`config.mk`:
```
export PLATFORM = sky130hd
export DESIGN_NAME = ic2d_mul
export DESIGN_NICKNAME = d
export VERILOG_FILES = /design/src/hw/rtl/incircle_test_2d_unit_assert.svh /design/src/hw/rtl/ic2d_pkg.sv /design/src/hw/rtl/ic2d_mul.sv
export SDC_FILE = /design/constraint.sdc
export NUM_CORES = 2
export LEC_CHECK = 0
export BUFFER_PORTS_ARGS = -buffer_cell sky130_fd_sc_hd__buf_4
export CORE_MARGIN = 3
export CORE_UTILIZATION = 60
export CTS_BUF_LIST = sky130_fd_sc_hd__clkbuf_4 sky130_fd_sc_hd__clkbuf_8
export DETAILED_ROUTE_END_ITERATION = 7
export MAX_ROUTING_LAYER = met4
export PLACE_DENSITY_LB_ADDON = 0.15
export SLEW_MARGIN = 15
export SYNTH_ARGS = -nofsm -noshare
export SYNTH_HDL_FRONTEND = slang
export SYNTH_SLANG_ARGS = --single-unit
```
`constraint.sdc`:
```
create_clock -name i_clk -period 8.78 [get_ports i_clk]
set_input_delay 0.878 -clock i_clk [delete_from_list [all_inputs] [get_ports i_clk]]
set_output_delay 0.878 -clock i_clk [all_outputs]
set_load 0.005 [all_outputs]
```
`src/hw/rtl/incircle_test_2d_unit_assert.svh`:
```
// Assertion macros shared by the incircle unit.
`ifndef INCIRCLE_TEST_2D_UNIT_ASSERT_SVH
`define INCIRCLE_TEST_2D_UNIT_ASSERT_SVH

// Same-cycle implication, disabled while reset is low.
`define IC2D_ASSERT_NOW(label, clk, rst_n, ante, cons, msg) \
    label: assert property (@(posedge clk) disable iff (!rst_n) (ante) |-> (cons)) \
        else $error(msg);

// Next-cycle implication, disabled while reset is low.
`define IC2D_ASSERT_NEXT(label, clk, rst_n, ante, cons, msg) \
    label: assert property (@(posedge clk) disable iff (!rst_n) (ante) |=> (cons)) \
        else $error(msg);

`endif

```
`src/hw/rtl/ic2d_pkg.sv`:
```
`default_nettype none

package ic2d_pkg;

    localparam int TOL_WIDTH = 48;
    localparam int MUL_CHUNK = 32;

    typedef enum logic [1:0] {
        REL_INSIDE  = 2'd0,
        REL_OUTSIDE = 2'd1,
        REL_ON      = 2'd2
    } t_relation;

endpackage

`default_nettype wire

```
`src/hw/rtl/ic2d_mul.sv`:
```
`default_nettype none

module ic2d_mul import ic2d_pkg::*; #(
    parameter int AW = 17,
    parameter int BW = 34
) (
    input  logic                    i_clk,
    input  logic                    i_en,
    input  logic signed [AW-1:0]    i_a,
    input  logic signed [BW-1:0]    i_b,
    output logic signed [AW+BW-1:0] o_p
);

    localparam int NC  = (BW + MUL_CHUNK - 1) / MUL_CHUNK;
    localparam int PW  = AW + BW;
    localparam int PPW = AW + MUL_CHUNK + 1;
    localparam int BXW = NC * MUL_CHUNK;

    logic signed [BXW-1:0] bx;
    logic signed [PPW-1:0] n_pp [NC];
    logic signed [PPW-1:0] r_pp [NC];
    logic signed [PW-1:0]  n_p;
    logic signed [PW-1:0]  r_p;

    assign bx = BXW'(i_b);

    // Lower chunks of the wide operand are unsigned, the top chunk carries the sign.
    always_comb begin
        for (int k = 0; k < NC; k++) begin
            if (k == NC - 1) begin
                n_pp[k] = PPW'(i_a) * PPW'($signed({bx[BXW-1], bx[k*MUL_CHUNK +: MUL_CHUNK]}));
            end else begin
                n_pp[k] = PPW'(i_a) * PPW'($signed({1'b0, bx[k*MUL_CHUNK +: MUL_CHUNK]}));
            end
        end
    end

    always_comb begin
        n_p = '0;
        for (int k = 0; k < NC; k++) begin
            n_p = n_p + (PW'(r_pp[k]) <<< (k * MUL_CHUNK));
        end
    end

    always_ff @(posedge i_clk) begin
        if (i_en) begin
            for (int k = 0; k < NC; k++) begin
                r_pp[k] <= n_pp[k];
            end
            r_p <= n_p;
        end
    end

    assign o_p = r_p;

endmodule

`default_nettype wire

```
# Word level (Yosys, flattened, before mapping)

Memory sizes are Yosys's and may differ from the RTL's.
Cells that the tools add are included.
Widths: inputs -> output; s select.

Flip-flop bits (word level): 51
Latch bits: 0
Bits in writable memories: 100
Bits in read-only memories: 0
Output and inout port bits: 51
Memories: 1

Memory list:

| memory | depth | bits a word | read ports | clocked after Yosys merged registers in | write ports | line           | RTL |
|---|---|---|---|---|---|---|---|
| r_pp   | 2     | 50          | 2          | 0                                       | 2           | ic2d_mul.sv:21 | `logic signed [PPW-1:0] r_pp [NC];` |

$add $sub $neg: 1
Multiply operators: 2
Div/mod/pow operators: 0
$lt $le $gt $ge: 0
Equal/unequal tests: 0
Shift operators: 0
Multiplexer cells: 2
Bitwise operators: 0
Reduce and logical (&&, ||, !) cells: 0

Operator list:

| cell           | count |
|---|---|
| $add 50x51->51 | 1 |
| $mul 17x33->50 | 1 |
| $mul 17x2->19  | 1 |
| $mux 1         | 2 |

# Logic depth before layout (Yosys ltp)

Depth after elaboration: 2
Gate-level depth with buffers: 24

# Worst setup path after synthesis

OpenSTA, ideal clock, no wires.

Path kind: input port to flip-flop
Start point: input port i_a[8]
End point: memory r_pp[0][49] (netlist bit), data pin
Data arrival time: 6.540 ns
Required time: 8.520 ns
Path slack: 1.980 ns
Stages: 22
Cell sequence: clkbuf_1 clkbuf_1 nand2_1 fa_1 inv_1 fa_1 fa_1 fa_1 fa_1 inv_1 fa_1 inv_1 ha_1 buf_4 nand4_2 nor4_2 nand4_1 and3_1 a221o_1 o31ai_2 a31oi_1 xnor2_1

RTL lines:

| item            | line           | RTL |
|---|---|---|
| start, declared | ic2d_mul.sv:9  | `input logic signed [AW-1:0] i_a,` |
| end, declared   | ic2d_mul.sv:21 |  |

==> results by stage <==
Global routing:
- After global routing the overflow that remains totals 0.
- The number of global-route vias before repair is 17,992.
- The busiest metal layer after global routing is met2.
- For this run, global-route usage on met1 was measured as 0.402.
- The number of antenna violations at the first check in global routing is 0.
- The met3 routing resource usage after global routing is 0.0493.
- The wire length of the first global-routing pass is between 90 and 100 mm.
- For this run, the total global-route usage over all layers was measured as 0.294.
- The global-route track usage on met2 is 0.460.
- Entering global routing, the biggest net connects 63 pins.

Yosys:
- The largest total area in the synthesized netlist belongs to fa_1.
- The post-synthesis register bit count is 120.
- The complex-gate fraction of the synthesized area is 0.0603.
- By area, the combinational part of the netlist is dominated by adder cells.
- The share of flip-flops with an asynchronous set or reset is 0.
- The cell count after synthesis came out at 2,448.
- The number of enable-type register cells in the synthesized netlist is 120.
- The number of warnings reported in the yosys synthesis log is 0.
- Of the total synthesized cell area, the portion taken by full adders, half adders and majority gates is 0.496.
- The XOR/XNOR share of the synthesized area is 0.0276.
- The number of unique standard cell types used by synthesis is 66.
- The average cell area after synthesis is ~9.6 um^2.
- Of the total synthesized cell area, the portion taken by AND, OR, NAND and NOR gates is 0.161.
- The synthesized net count is around 3,200.
- Of the post-synthesis cell area, the part taken by muxes is 0.000906.
- In this run the cell area of the synthesized design comes to between 20,000 and 25,000 um^2.
- Of the synthesized area, sequential elements account for 0.154.
- Of the post-synthesis cell area, the dominant cell type holds 0.386.
- The most frequently used flop master after synthesis is edfxtp_1.
- Yosys attributes the largest share of cell area to fa_1 (39%), edfxtp_1 (15%), ha_1 (11%).

Finish:
- The footprint of the multi-input gates is between 15,000 and 20,000 um^2.
- The net count reported at finish is about 3,200.
- The repair_antennas step left the layout with diodes totalling 0.
- Registers take between 3000 and 4000 um^2.
- The filler cell count in the final layout is 3,081.
- The proportion of layout cells with a drive suffix above 1 is 0.0609.
- The area growth from synthesis to layout is 6.12%.

Clock network:
- The clock latency reported for the late side of the worst-skew pair is 0.47 ns.
- The CTS tree is built.
- The number of setup buffers added after CTS is 0.
- Counting the buffers created by CTS gives 17.
- For this design, the CTS-stage hold fixing added 0 buffers.
- The longest clock path from root to sink contains 2 buffers.
- The maximum level of the CTS H-tree is 4.
- The cell at the root of the clock tree is clkbuf_8.
- The clock net in this run drives a total of 120 sinks.
- Clock-pin slew was measured on the worst setup and hold paths at about 0.090 ns.
- The number of gates resized after CTS was 0.

Detailed routing:
- The post-detailed-route via-to-cell ratio is ~5.6.
- The total number of vias is around 17,000.
- In this run, the number of DRC markers left after iteration 0 of detailed routing was around 1,100.
- The first-pass detailed-route iteration total is 5.
- After detailed routing, the number of remaining DRC violations is 0.
- After detailed routing, the total wire length is approximately 56 mm.
- Dividing the detail-routed wire length by the instance count gives 18.7 um.
- The antenna violation net count after detailed routing is 0.

Worst setup path:
- Traced cell by cell, the critical path runs through buf_4 > inv_1 > buf_4 > nor2_1 > fa_1 > fa_1 > fa_1 > fa_1 > fa_1 > inv_1 > fa_1 > inv_1 > ha_1 > nand3_1 > nor4_2 > nand4_1 > and3_1 > a221o_1 > o31ai_2 > a31oi_1 > xnor2_1.
- The critical path data required time is 9.01 ns.
- The worst setup path is of the in -> reg kind.
- The worst setup path is launched from an input port.
- The critical-path cell with the highest stage delay is fa_1.
- The largest fanout on the critical path is 15.
- The delay of the slowest critical-path stage is approximately 0.52 ns.
- The cell that appears most often on the critical path is fa_1.
- Data on the critical path arrives at its endpoint at ~7.3 ns.
- STA classifies the critical path endpoint as a flop.

Die:
- The die is 204 um wide.
- The die area is around 42,000 um^2.
- For this design the top-level I/O count stands at between 100 and 150.
- The vertical die dimension is about 200 um.
- The effective utilization at floorplan is 0.616.
- The number of placement rows is between 70 and 80.
- The core region is 38,100 um^2.

STA:
- In this run the tightest slew margin relative to its limit is 0.479.
- The clock arrives with 0.0146 ns of skew.
- Summed over all failing endpoints, the final setup total negative slack is 0 ns.
- The share of the clock period used by the worst path after layout is 0.811.
- The slew of the pin with the lowest slew margin is slightly below 0.8 ns.
- Static timing analysis puts the maximum clock frequency at 0.140 GHz.
- The number of pins with negative max-slew slack in the final report is 0.
- The clock period minus worst slack is about 7.1 ns.
- Setup repair after global routing left no endpoint under its margin.
- The final setup violation count is 0.
- The final-report hold violation count is 0.

Run:
- Max-cap violations in this run came to 0.

Status:
- The run finished with clean final reports.

Placement:
- The last weighted congestion value of the routability-driven placer is around 0.9.
- The quantity of I/O buffers inserted on ports is about 100.
- The detailed placement HPWL is 42.1 mm.

Worst hold path:
- The class of the tightest hold or removal check is reg -> reg.
[layout make-up]
type,count,share of cell area
Clock buffer,17,0.00939
Sequential cell,120,0.145
Clock inverter,15,0.00733
Tap cell,511,0.0257
Inverter,524,0.0790
Timing Repair Buffer,105,0.0316
Multi-Input combinational cell,1698,0.702
[worst max-delay path, delay by kind of cell]
family          cells  cell delay, ns
xor+xnor            1            0.13
simple gates        5            1.22
compound gates      3            0.89
fa+ha+maj           7            3.33
buf+inv             5            0.86
[synth_stat cells (24+ instances only)]
library cell	number
clkbuf_1	99
nor2b_1	24
xor2_1	26
xnor2_1	48
and2_1	273
edfxtp_1	120
fa_1	452
ha_1	207
a21o_1	30
o21ai_0	25
a21oi_1	70
nor2_1	64
inv_1	524
nand2_1	309
[cells by family (layout without fill, tap and decap cells)]
| kind of cell | Yosys count | after routing |
|---|---|---|
| compound gates | 211 | 211 |
| flops | 120 | 120 |
| xor+xnor | 74 | 74 |
| mux | 2 | 2 |
| fa+ha+maj | 659 | 659 |
| simple gates | 752 | 752 |
| buf+inv | 630 | 661 |
[registers in the layout (all words and copies together), names as in the netlist]
register  cells
o_p          51
r_pp         69
[layout by cell type, fill, tap and decap left out, types with 26 or more instances in the layout]
master    Yosys  layout
a21o_1       30      30
nand2_1     309     309
xnor2_1      48      48
and2_1      273     273
edfxtp_1    120     120
ha_1        207     207
buf_4         2     105
inv_1       524     524
xor2_1       26      26
fa_1        452     452
nor2_1       64      64
a21oi_1      70      70
[routing by layer]
metal | part of all wire | vias to the layer above
met5 | 0 | -
met2 | 0.47 | 658
met3 | 0.081 | 99
met4 | 0.023 | 0
met1 | 0.43 | 8396
li1 | - | 7487
[stage by stage]
step,instances,worst slack [ns],area [um^2],hold slack [ns],utilization
2_1_floorplan,2448,1.98,23500,0.400,-
3_3_place_gp,2958,1.31,24500,0.400,0.643
3_5_place_dp,2958,1.19,24500,0.405,0.643
4_1_cts,2990,1.72,24900,0.417,0.654
5_1_grt,2990,1.37,24900,0.425,0.654
6_report,2990,1.66,24900,0.415,0.654
[path summary, 6_finish.rpt]
path | to | slack, ns | depth (start not counted) | startpoint
worst max register to register | o_p[48]$_DFFE_PP_ | 5.82 | 11 | r_pp[0][32]$_DFFE_PP_
worst min-delay path | o_p[27]$_DFFE_PP_ | 0.42 | 0 | r_pp[0][27]$_DFFE_PP_
worst max-delay path | r_pp[0][49]$_DFFE_PP_ | 1.66 | 21 | i_a[16]
worst min register to register | o_p[27]$_DFFE_PP_ | 0.42 | 0 | r_pp[0][27]$_DFFE_PP_
Power is not shown: default switching activity piles up to over one toggle a cycle in this logic, so the estimate is an artifact.
