**src/hw/rtl/incircle_test_2d_unit_assert.svh**
```systemverilog
// Assertion macros shared by the incircle unit.
`ifndef INCIRCLE_TEST_2D_UNIT_ASSERT_SVH
`define INCIRCLE_TEST_2D_UNIT_ASSERT_SVH

// Same-cycle implication, disabled while reset is low.
`define IC2D_ASSERT_NOW(label, clk, rst_n, ante, cons, msg) \
    label: assert property (@(posedge clk) disable iff (!rst_n) (ante) |-> (cons)) \
        else $error(msg);

// Next-cycle implication, disabled while reset is low.
`define IC2D_ASSERT_NEXT(label, clk, rst_n, ante, cons, msg) \
    label: assert property (@(posedge clk) disable iff (!rst_n) (ante) |=> (cons)) \
        else $error(msg);

`endif

```
**src/hw/rtl/ic2d_pkg.sv**
```systemverilog
`default_nettype none

package ic2d_pkg;

    localparam int TOL_WIDTH = 48;
    localparam int MUL_CHUNK = 32;

    typedef enum logic [1:0] {
        REL_INSIDE  = 2'd0,
        REL_OUTSIDE = 2'd1,
        REL_ON      = 2'd2
    } t_relation;

endpackage

`default_nettype wire

```
**src/hw/rtl/ic2d_out.sv**
```systemverilog
`default_nettype none

module ic2d_out import ic2d_pkg::*; (
    input  logic        i_clk,
    input  logic        i_rst_n,
    input  logic        i_valid,
    input  t_relation   i_relation,
    input  logic        i_stall,
    output logic        o_valid,
    output t_relation   o_relation,
    output logic        o_full
);

    logic      r_ov;
    logic      r_sv;
    t_relation r_rel;
    t_relation r_srel;
    logic      n_ov;
    logic      n_sv;
    t_relation n_rel;
    t_relation n_srel;
    logic      take;

    assign take = r_ov && !i_stall;

    // The skid word only fills while the pipeline still runs into a stalled output.
    always_comb begin
        n_ov   = r_ov;
        n_sv   = r_sv;
        n_rel  = r_rel;
        n_srel = r_srel;
        if (r_sv) begin
            if (take) begin
                n_ov  = 1'b1;
                n_rel = r_srel;
                n_sv  = 1'b0;
            end
        end else if (!r_ov || take) begin
            n_ov  = i_valid;
            n_rel = i_relation;
        end else if (i_valid) begin
            n_sv   = 1'b1;
            n_srel = i_relation;
        end
    end

    always_ff @(posedge i_clk) begin
        if (!i_rst_n) begin
            r_ov <= 1'b0;
            r_sv <= 1'b0;
        end else begin
            r_ov <= n_ov;
            r_sv <= n_sv;
        end
    end

    always_ff @(posedge i_clk) begin
        r_rel  <= n_rel;
        r_srel <= n_srel;
    end

    assign o_valid    = r_ov;
    assign o_relation = r_rel;
    assign o_full     = r_sv;

endmodule

`default_nettype wire

```
**config.mk**
```make
export PLATFORM = sky130hd
export DESIGN_NAME = ic2d_out
export DESIGN_NICKNAME = d
export VERILOG_FILES = /design/src/hw/rtl/incircle_test_2d_unit_assert.svh /design/src/hw/rtl/ic2d_pkg.sv /design/src/hw/rtl/ic2d_out.sv
export SDC_FILE = /design/constraint.sdc
export NUM_CORES = 1
export LEC_CHECK = 0
export BUFFER_PORTS_ARGS = -buffer_cell sky130_fd_sc_hd__buf_2
export CELL_PAD_IN_SITES_DETAIL_PLACEMENT = 1
export CELL_PAD_IN_SITES_GLOBAL_PLACEMENT = 1
export CORE_AREA = 2 2 39 41
export CTS_CLUSTER_SIZE = 10
export DETAILED_ROUTE_END_ITERATION = 10
export DIE_AREA = 0 0 41 43
export PLACE_DENSITY_LB_ADDON = 0.3
export SLEW_MARGIN = 30
export SYNTH_ARGS = -nofsm -noshare
export SYNTH_HDL_FRONTEND = slang
export SYNTH_SLANG_ARGS = --single-unit
```
**constraint.sdc**
```tcl
create_clock -name i_clk -period 0.9 [get_ports i_clk]
set_input_delay 0.09 -clock i_clk [delete_from_list [all_inputs] [get_ports i_clk]]
set_output_delay 0.09 -clock i_clk [all_outputs]
set_load 0.01 [all_outputs]
```
* Word-level counts from Yosys, hierarchy flattened
Index checks and enable logic that the tools add are counted.
** Storage, ports and cells
- Flip-flop bits (word level) :: 6
- Bits in latches :: 0
- RAM bits :: 0
- ROM bits :: 0
- Logic and storage cells :: 24
- Memories :: 0
** Operators by class
- Add/subtract/negate cells :: 0
- Multipliers :: 0
- Div/mod/pow operators :: 0
- Magnitude comparators :: 0
- Eq/ne operators :: 1
- Shift operators :: 0
- Mux-type cells :: 10
- Bitwise gates (word level) :: 2
- Reductions and logical operators :: 7
** Operators with widths (count)
- $mux W1 :: 7
- $mux W2 :: 3
- $reduce_and A3 Y1 :: 1
- $logic_not A1 Y1 :: 2
- $ne A2 B1 Y1 const B :: 1
- $not A1 Y1 :: 2
- $reduce_and A2 Y1 :: 1
- $reduce_bool A2 Y1 :: 1
- $logic_and A1 B1 Y1 :: 1
- $logic_or A1 B1 Y1 :: 1

* Depth between registers and ports, before layout
Gate-level depths: netlist of run 1.
- Depth in word-level cells :: 5
- Gate-level depth with buffers :: 2
- Depth with buffers taken out :: 2

* Least setup slack after synthesis of run 1
No wires, ideal clock.
- Path type :: reg-to-reg
- Start :: reg r_sv (netlist: o_full)
- End :: reg r_rel[0] (netlist: o_relation[0]) (data pin)
- Data arrival time :: 781 ps
- Data required time :: 640 ps
- Path slack :: -141 ps
- Cell stages (with the launch flop) :: 2
- Buffers on the path :: 0
- Period minus slack after synthesis :: 1041 ps
- Cells stage by stage :: dfxtp_1 -> mux2_2
** Between the ends
- Cells in the longest elaborated chain, start to end :: 1
** Ends and longest elaborated chain
- from (decl) :: RTL line ic2d_out.sv:15 : logic r_sv;
- from (signal assigned) :: RTL line ic2d_out.sv:53 : r_sv <= n_sv;
- $mux W2 :: RTL line ic2d_out.sv:32 : if (r_sv) begin
- net n_rel[0] :: RTL line ic2d_out.sv:20 : t_relation n_rel;
- to (signal assigned) :: RTL line ic2d_out.sv:58 : r_rel <= n_rel;
- to (decl) :: RTL line ic2d_out.sv:16 : t_relation r_rel;
The timed path passes the listed nets, and every way through them passes these cells.
A chain may end at the register's enable or synchronous reset.

* Worst setup path after layout of run 1
- Start :: reg r_sv (netlist: o_full)
- End :: out o_full
** RTL lines
- to (decl) :: RTL line ic2d_out.sv:11 : output logic o_full
No word-level cell between the ends.

==> run_results.csv, run 1 <==
group,metric,value,unit
status,outcome,"finished with violations",
status,violations,"setup timing",
yosys,ys.warnings.count,0,
timing,fin_worst_skew,0.00834,ns
timing,period_share,103,%
clock_network,cts_hold_buffers,0,
setup_path,crit_path_max_incr_delay,0.36,ns
setup_path,path_depth,2,
setup_path,rrSetupSlack,-0.02,ns
clock_network,numCtsBuffers,3,
setup_path,cpMostUsedCell,"buf_6",
drt,drtPass1Iterations,2,
grt,grt_overflow,0,
min_path,hp-start,"i_relation[1]",
setup_path,r2r-start,"o_full",
grt,antenna_found_initial,0,
drt,vias,205,
die,dieArea,1760,um^2
clock_network,cts_buffer_depth,2,
yosys,synth_fa_ha_area_share,0,%
yosys,yosys.area_share.xor_xnor,0,%
clock_network,cts_tree,"done",
placement,io_buffers,9,
layout,n_antenna_cell,0,
layout,layout-area-overhead-vs-synth,70.9,%
power_and_ir_drop,pwr_density_cell,1780,nW/um^2
die,initial_core_util,17.1,%
drt,drc,0,
drt,wl_per_cell,12.7,um
yosys,synthCells,18,
timing,timing.slew.headroom,86.7,%
yosys,yosys.area.top_type,"edfxtp_1",
yosys,netlist_area,236,um^2
min_path,hold-path-cell-count,1,
grt,grt_usage,9.92,%
min_path,min-delay-path-class,"in -> reg",
timing,setup_viol,5,
die,io-pin-count,10,
drt,avgViaCountPerCell,4.10,
timing,fmax,1070,MHz
setup_path,r2r.worst_path.cells,1,
grt,grt_pass1_vias,233,
timing,maxSlewViolCount,0,
layout,final_common_cell,"buf_2",
timing,tightest_slew,0.196,ns
setup_path,endpoint_kind,"primary output",
yosys,ys_seq_area_share,67.7,%
grt,grt_max_degree,6,
drt,drt-initial-drc-count,5,
setup_path,critPathKind,"reg -> out",
setup_path,crit_buf_inv,2,
yosys,synth-compound-area-share,6.35,%
yosys,synth_area_leaders,"edfxtp_1 51%, dfxtp_1 17%, mux2_2 9.5%",
die,fp.dieW,41,um
yosys,yosysTopAreaCellShare,50.8,%
setup_path,cp-start-kind,"register",
setup_path,crit_family,"flip-flops",
yosys,postSynthAreaPerCell,13.1,um^2
clock_network,htreeDepth,1,
clock_network,clk_pin_slew,0.05,ns
setup_path,worstPathCellList,"buf_6, buf_6",
yosys,synthMuxAreaShare,13.8,%
placement,dp_hpwl,462,um
die,fp.dieH,43,um
setup_path,worstPathArrival,0.84,ns
setup_path,crit_required,0.81,ns
die,fp.coreArea,1380,um^2
yosys,synthSimpleGateAreaFrac,10.6,%
power_and_ir_drop,p_leak,0.165,nW
layout,drive_above_1_share,64.7,%
timing,min_period,0.931,ns
timing,rsz0062_at_grt,"true",
layout,final_util,29.2,%
timing,hold_viol,0,
placement,place_congestion,0.645,
setup_path,startpoint,"o_full",
power_and_ir_drop,power,0.718,mW
drt,drt-total-wl,633,um
layout,layout_common_cells,"7 x buf_2, 4 x edfxtp_1, 4 x buf_6, 3 x clkbuf_4",
clock_network,clk_latency,0.25,ns
clock_network,clkSinkCount,6,
die,fp-row-count,14,
yosys,yosysUniqueCellTypes,12,
clock_network,cts_root_buf,"clkbuf_4",
setup_path,worstPathMaxFanout,5,
job,max-cap-violations,0,
power_and_ir_drop,vdd_drop_max,0.000641,V
placement,place_ws,-0.0511,ns
timing,timing.final.ws_setup,-0.0314,ns
grt,grt_pass1_wl,1.02,mm
setup_path,r2r-end,"o_relation[0]",
drt,antenna_left,0,
yosys,ys_ff_latch,6,
layout,fin_nets,41,
setup_path,crit_end,"o_full",
setup_path,cp_slowest_cell,"dfxtp_4",
yosys,synth_top_family_by_area,"multiplexers",
yosys,syn-num-nets,24,
[synth_stat cells]
cell type / n
edfxtp_1: 4
mux2i_1: 1
a21oi_1: 2
nand2_1: 1
nor3_1: 1
inv_1: 1
o21ai_0: 1
dfxtp_1: 2
mux2_2: 2
nor2_1: 1
nor2b_1: 1
nand2b_1: 1
[power by group]
part	switching (mW)	total, mW	internal (mW)
Clock	0.110	0.279	0.169
Combinational	0.0466	0.112	0.0659
Sequential	0.0129	0.327	0.314
Total	0.170	0.718	0.549
[final cells by class]
type	instances	area (um^2)
well taps	16	20.0
clock buffers	4	26.3
multi-input cells	11	98.8
inverters	1	3.75
flip-flops and latches	6	168
repair buffers	12	87.6
fillers	155	980
[logic make-up (layout without fill, tap and decap cells)]
family / Yosys count / in the layout
compound gates: 3 / 3
buf+inv: 1 / 17
flops: 6 / 6
mux: 3 / 3
simple gates: 5 / 5
[worst min path at each step]
stage	end	slack, ns
2_1_floorplan	r_srel[0]	0.19
3_3_place_gp	r_srel[1]	0.29
3_5_place_dp	r_srel[0]	0.30
4_1_cts	r_srel[1]	0.03
5_1_grt	r_srel[1]	0.03
6_report	r_srel[1]	0.04
[metal layers]
metal	share of wire, %	wire length [um]	track usage [%]	up-vias
met5	0	0	0	-
met4	2.8	18	6.00	0
met3	10	63	8.38	5
met1	31	194	7.92	94
li1	-	-	-	95
met2	56	357	15.3	11
[flip-flops by register name, summed over array words and instances (netlist names)]
name and flops:
o_relation 2, r_srel 2, o_full 1, o_valid 1
[metrics by stage]
step | cell area [um^2] | TNS, ns | hold slack [ns] | cells
2_1_floorplan | 254 | -0.103 | 0.189 | 18
3_3_place_gp | 334 | -0.0619 | 0.293 | 45
3_5_place_dp | 334 | -0.187 | 0.298 | 45
4_1_cts | 404 | -0.151 | 0.0311 | 50
5_1_grt | 404 | -0.332 | 0.0329 | 50
6_report | 404 | -0.0865 | 0.0404 | 50
[timing repair]
action                                  in CTS  in global routing
pin swaps                                    1                  1
endpoints found under the setup margin       8                  9
setup buffers                                1                  0
resized for setup                            7                  0
Note: power is estimated with default switching activity, not from simulation.
==> run 2: changes to the inputs <==
Clock period 0.9 ns to 0.8 ns, I/O delays scaled along.
==> run 2 against run 1 <==
  * The flow still finishes with violations (setup timing)
  * Largest cell class unchanged
  * Setup slack worse by 0.093 ns
  * Critical path type is now reg -> reg
  * Power grew 12%
  * Wire length shrank 0.47%
  * Largest power group unchanged
  * Global-route usage fell by 1.3 points
  * Non-clock buffer count unchanged
  * Sequential cell count is the same
  * Cell count is the same
==> run_results.csv, run 2 (synthesis results as in run 1) <==
group,metric,value,unit
die,io-pin-count,10,
layout,layout_common_cells,"7 x buf_2, 4 x edfxtp_1, 4 x buf_6, 3 x clkbuf_4",
timing,hold_viol,0,
drt,wl_per_cell,12.6,um
power_and_ir_drop,vdd_drop_max,0.000880,V
clock_network,clk_pin_slew,0.05,ns
layout,multi_input_area,111,um^2
placement,dpl_cell_area,334,um^2
setup_path,worstPathArrival,0.92,ns
status,outcome,"finished with violations",
setup_path,rrSetupSlack,-0.12,ns
setup_path,worstPathCellList,"mux2_4",
setup_path,startpoint,"o_full",
setup_path,r2r.worst_path.cells,1,
die,fp.coreArea,1380,um^2
clock_network,cts_tree,"done",
clock_network,clkSinkCount,6,
setup_path,crit_path_max_incr_delay,0.38,ns
grt,grt_pass1_vias,196,
drt,avgViaCountPerCell,4.06,
setup_path,crit_required,0.80,ns
timing,rsz0062_at_grt,"true",
setup_path,critPathKind,"reg -> reg",
die,fp.dieH,43,um
grt,grt_overflow,0,
timing,setup_viol,12,
grt,antenna_found_initial,0,
grt,grt_max_degree,6,
layout,fin_nets,41,
layout,final_util,30.1,%
min_path,hp-start,"i_relation[1]",
timing,holdWs,0.0377,ns
timing,maxSlewViolCount,0,
setup_path,crit_family,"flip-flops",
layout,layout-area-overhead-vs-synth,76.2,%
drt,drtPass1Iterations,2,
setup_path,endpoint_kind,"register",
layout,fin_area,417,um^2
setup_path,worstPathMaxFanout,5,
clock_network,htreeDepth,1,
setup_path,r2r-start,"o_full",
timing,fin_worst_skew,0.00884,ns
layout,n_antenna_cell,0,
clock_network,cts_buffer_depth,2,
power_and_ir_drop,pwr_density_cell,1930,nW/um^2
min_path,min_to,"r_srel[1]",
timing,timing.slew.headroom,84.7,%
status,violations,"setup timing",
setup_path,r2r-end,"o_relation[0]",
drt,antenna_left,0,
grt,grt_usage,8.60,%
layout,final_common_cell,"buf_2",
setup_path,cp_slowest_cell,"dfxtp_4",
grt,grt_pass1_wl,924,um
min_path,hold-path-cell-count,1,
min_path,min-delay-path-class,"in -> reg",
power_and_ir_drop,p_leak,0.168,nW
power_and_ir_drop,power,0.804,mW
timing,min_period,0.924,ns
clock_network,numCtsBuffers,3,
die,fp.dieW,41,um
layout,fillCellCount,159,
drt,drt-initial-drc-count,1,
job,max-cap-violations,0,
die,dieArea,1760,um^2
die,fp-row-count,14,
placement,place_congestion,0.645,
setup_path,crit_buf_inv,0,
drt,drt-total-wl,630,um
placement,io_buffers,9,
timing,tightest_slew,0.226,ns
drt,drc,0,
drt,vias,203,
timing,timing.final.ws_setup,-0.124,ns
placement,place_ws,-0.157,ns
clock_network,cts_root_buf,"clkbuf_4",
setup_path,cp-start-kind,"register",
die,initial_core_util,17.1,%
layout,drive_above_1_share,70.6,%
clock_network,clk_latency,0.25,ns
timing,period_share,116,%
layout,register_area,168,um^2
timing,fmax,1080,MHz
-- run 2: cell types whose count changed in the layout (fill, tap and decap cells not counted) --
cell and change:
nor2b_1 -1, nor3_2 +1, nor3_1 -1, nor2b_4 +1
-- run 2: worst max path at each step --
stage                    end  slack (ns)  cells past startpoint
6_report       o_relation[0]       -0.12                      1
5_1_grt               o_full       -0.15                      2
4_1_cts               o_full       -0.13                      2
3_5_place_dp       r_srel[1]       -0.16                      2
3_3_place_gp       r_srel[0]       -0.12                      2
2_1_floorplan  o_relation[0]       -0.12                      1
-- run 2: power by group --
| part | leakage (nW) | switching (mW) | internal [mW] |
|---|---|---|---|
| clock network | 0.0150 | 0.113 | 0.189 |
| registers | 0.0565 | 0.0146 | 0.353 |
| logic | 0.0965 | 0.0563 | 0.0781 |
| total | 0.168 | 0.184 | 0.621 |
-- run 2: through the flow --
stage	instances	TNS, ns
2_1_floorplan	18	-0.703
3_3_place_gp	45	-0.749
3_5_place_dp	45	-1.00
4_1_cts	49	-1.14
5_1_grt	50	-1.37
6_report	50	-1.02
-- run 2: routing by layer --
layer  vias up  wire length [um]  track usage [%]
met5         -                 0                0
met4         0                 0                0
met3         0                59             8.38
met2        10               383             14.7
met1        97               188             7.26
li1         96                 -                -
-- run 2: layout make-up --
class / instances / share of cell area [%]
clock buffer: 4 / 6.31
inverter: 1 / 0.901
tap: 16 / 4.80
multi-input combinational: 11 / 26.7
timing repair buffer: 12 / 21.0
sequential: 6 / 40.2
-- run 2: repair_timing --
item                                    4_1_cts  5_1_grt
hold buffers                                  0        0
gates cloned                                  0        0
gates resized for setup                       7        2
pin swaps                                     2        1
endpoints found under the setup margin       12       12
buffers inserted                              0        1
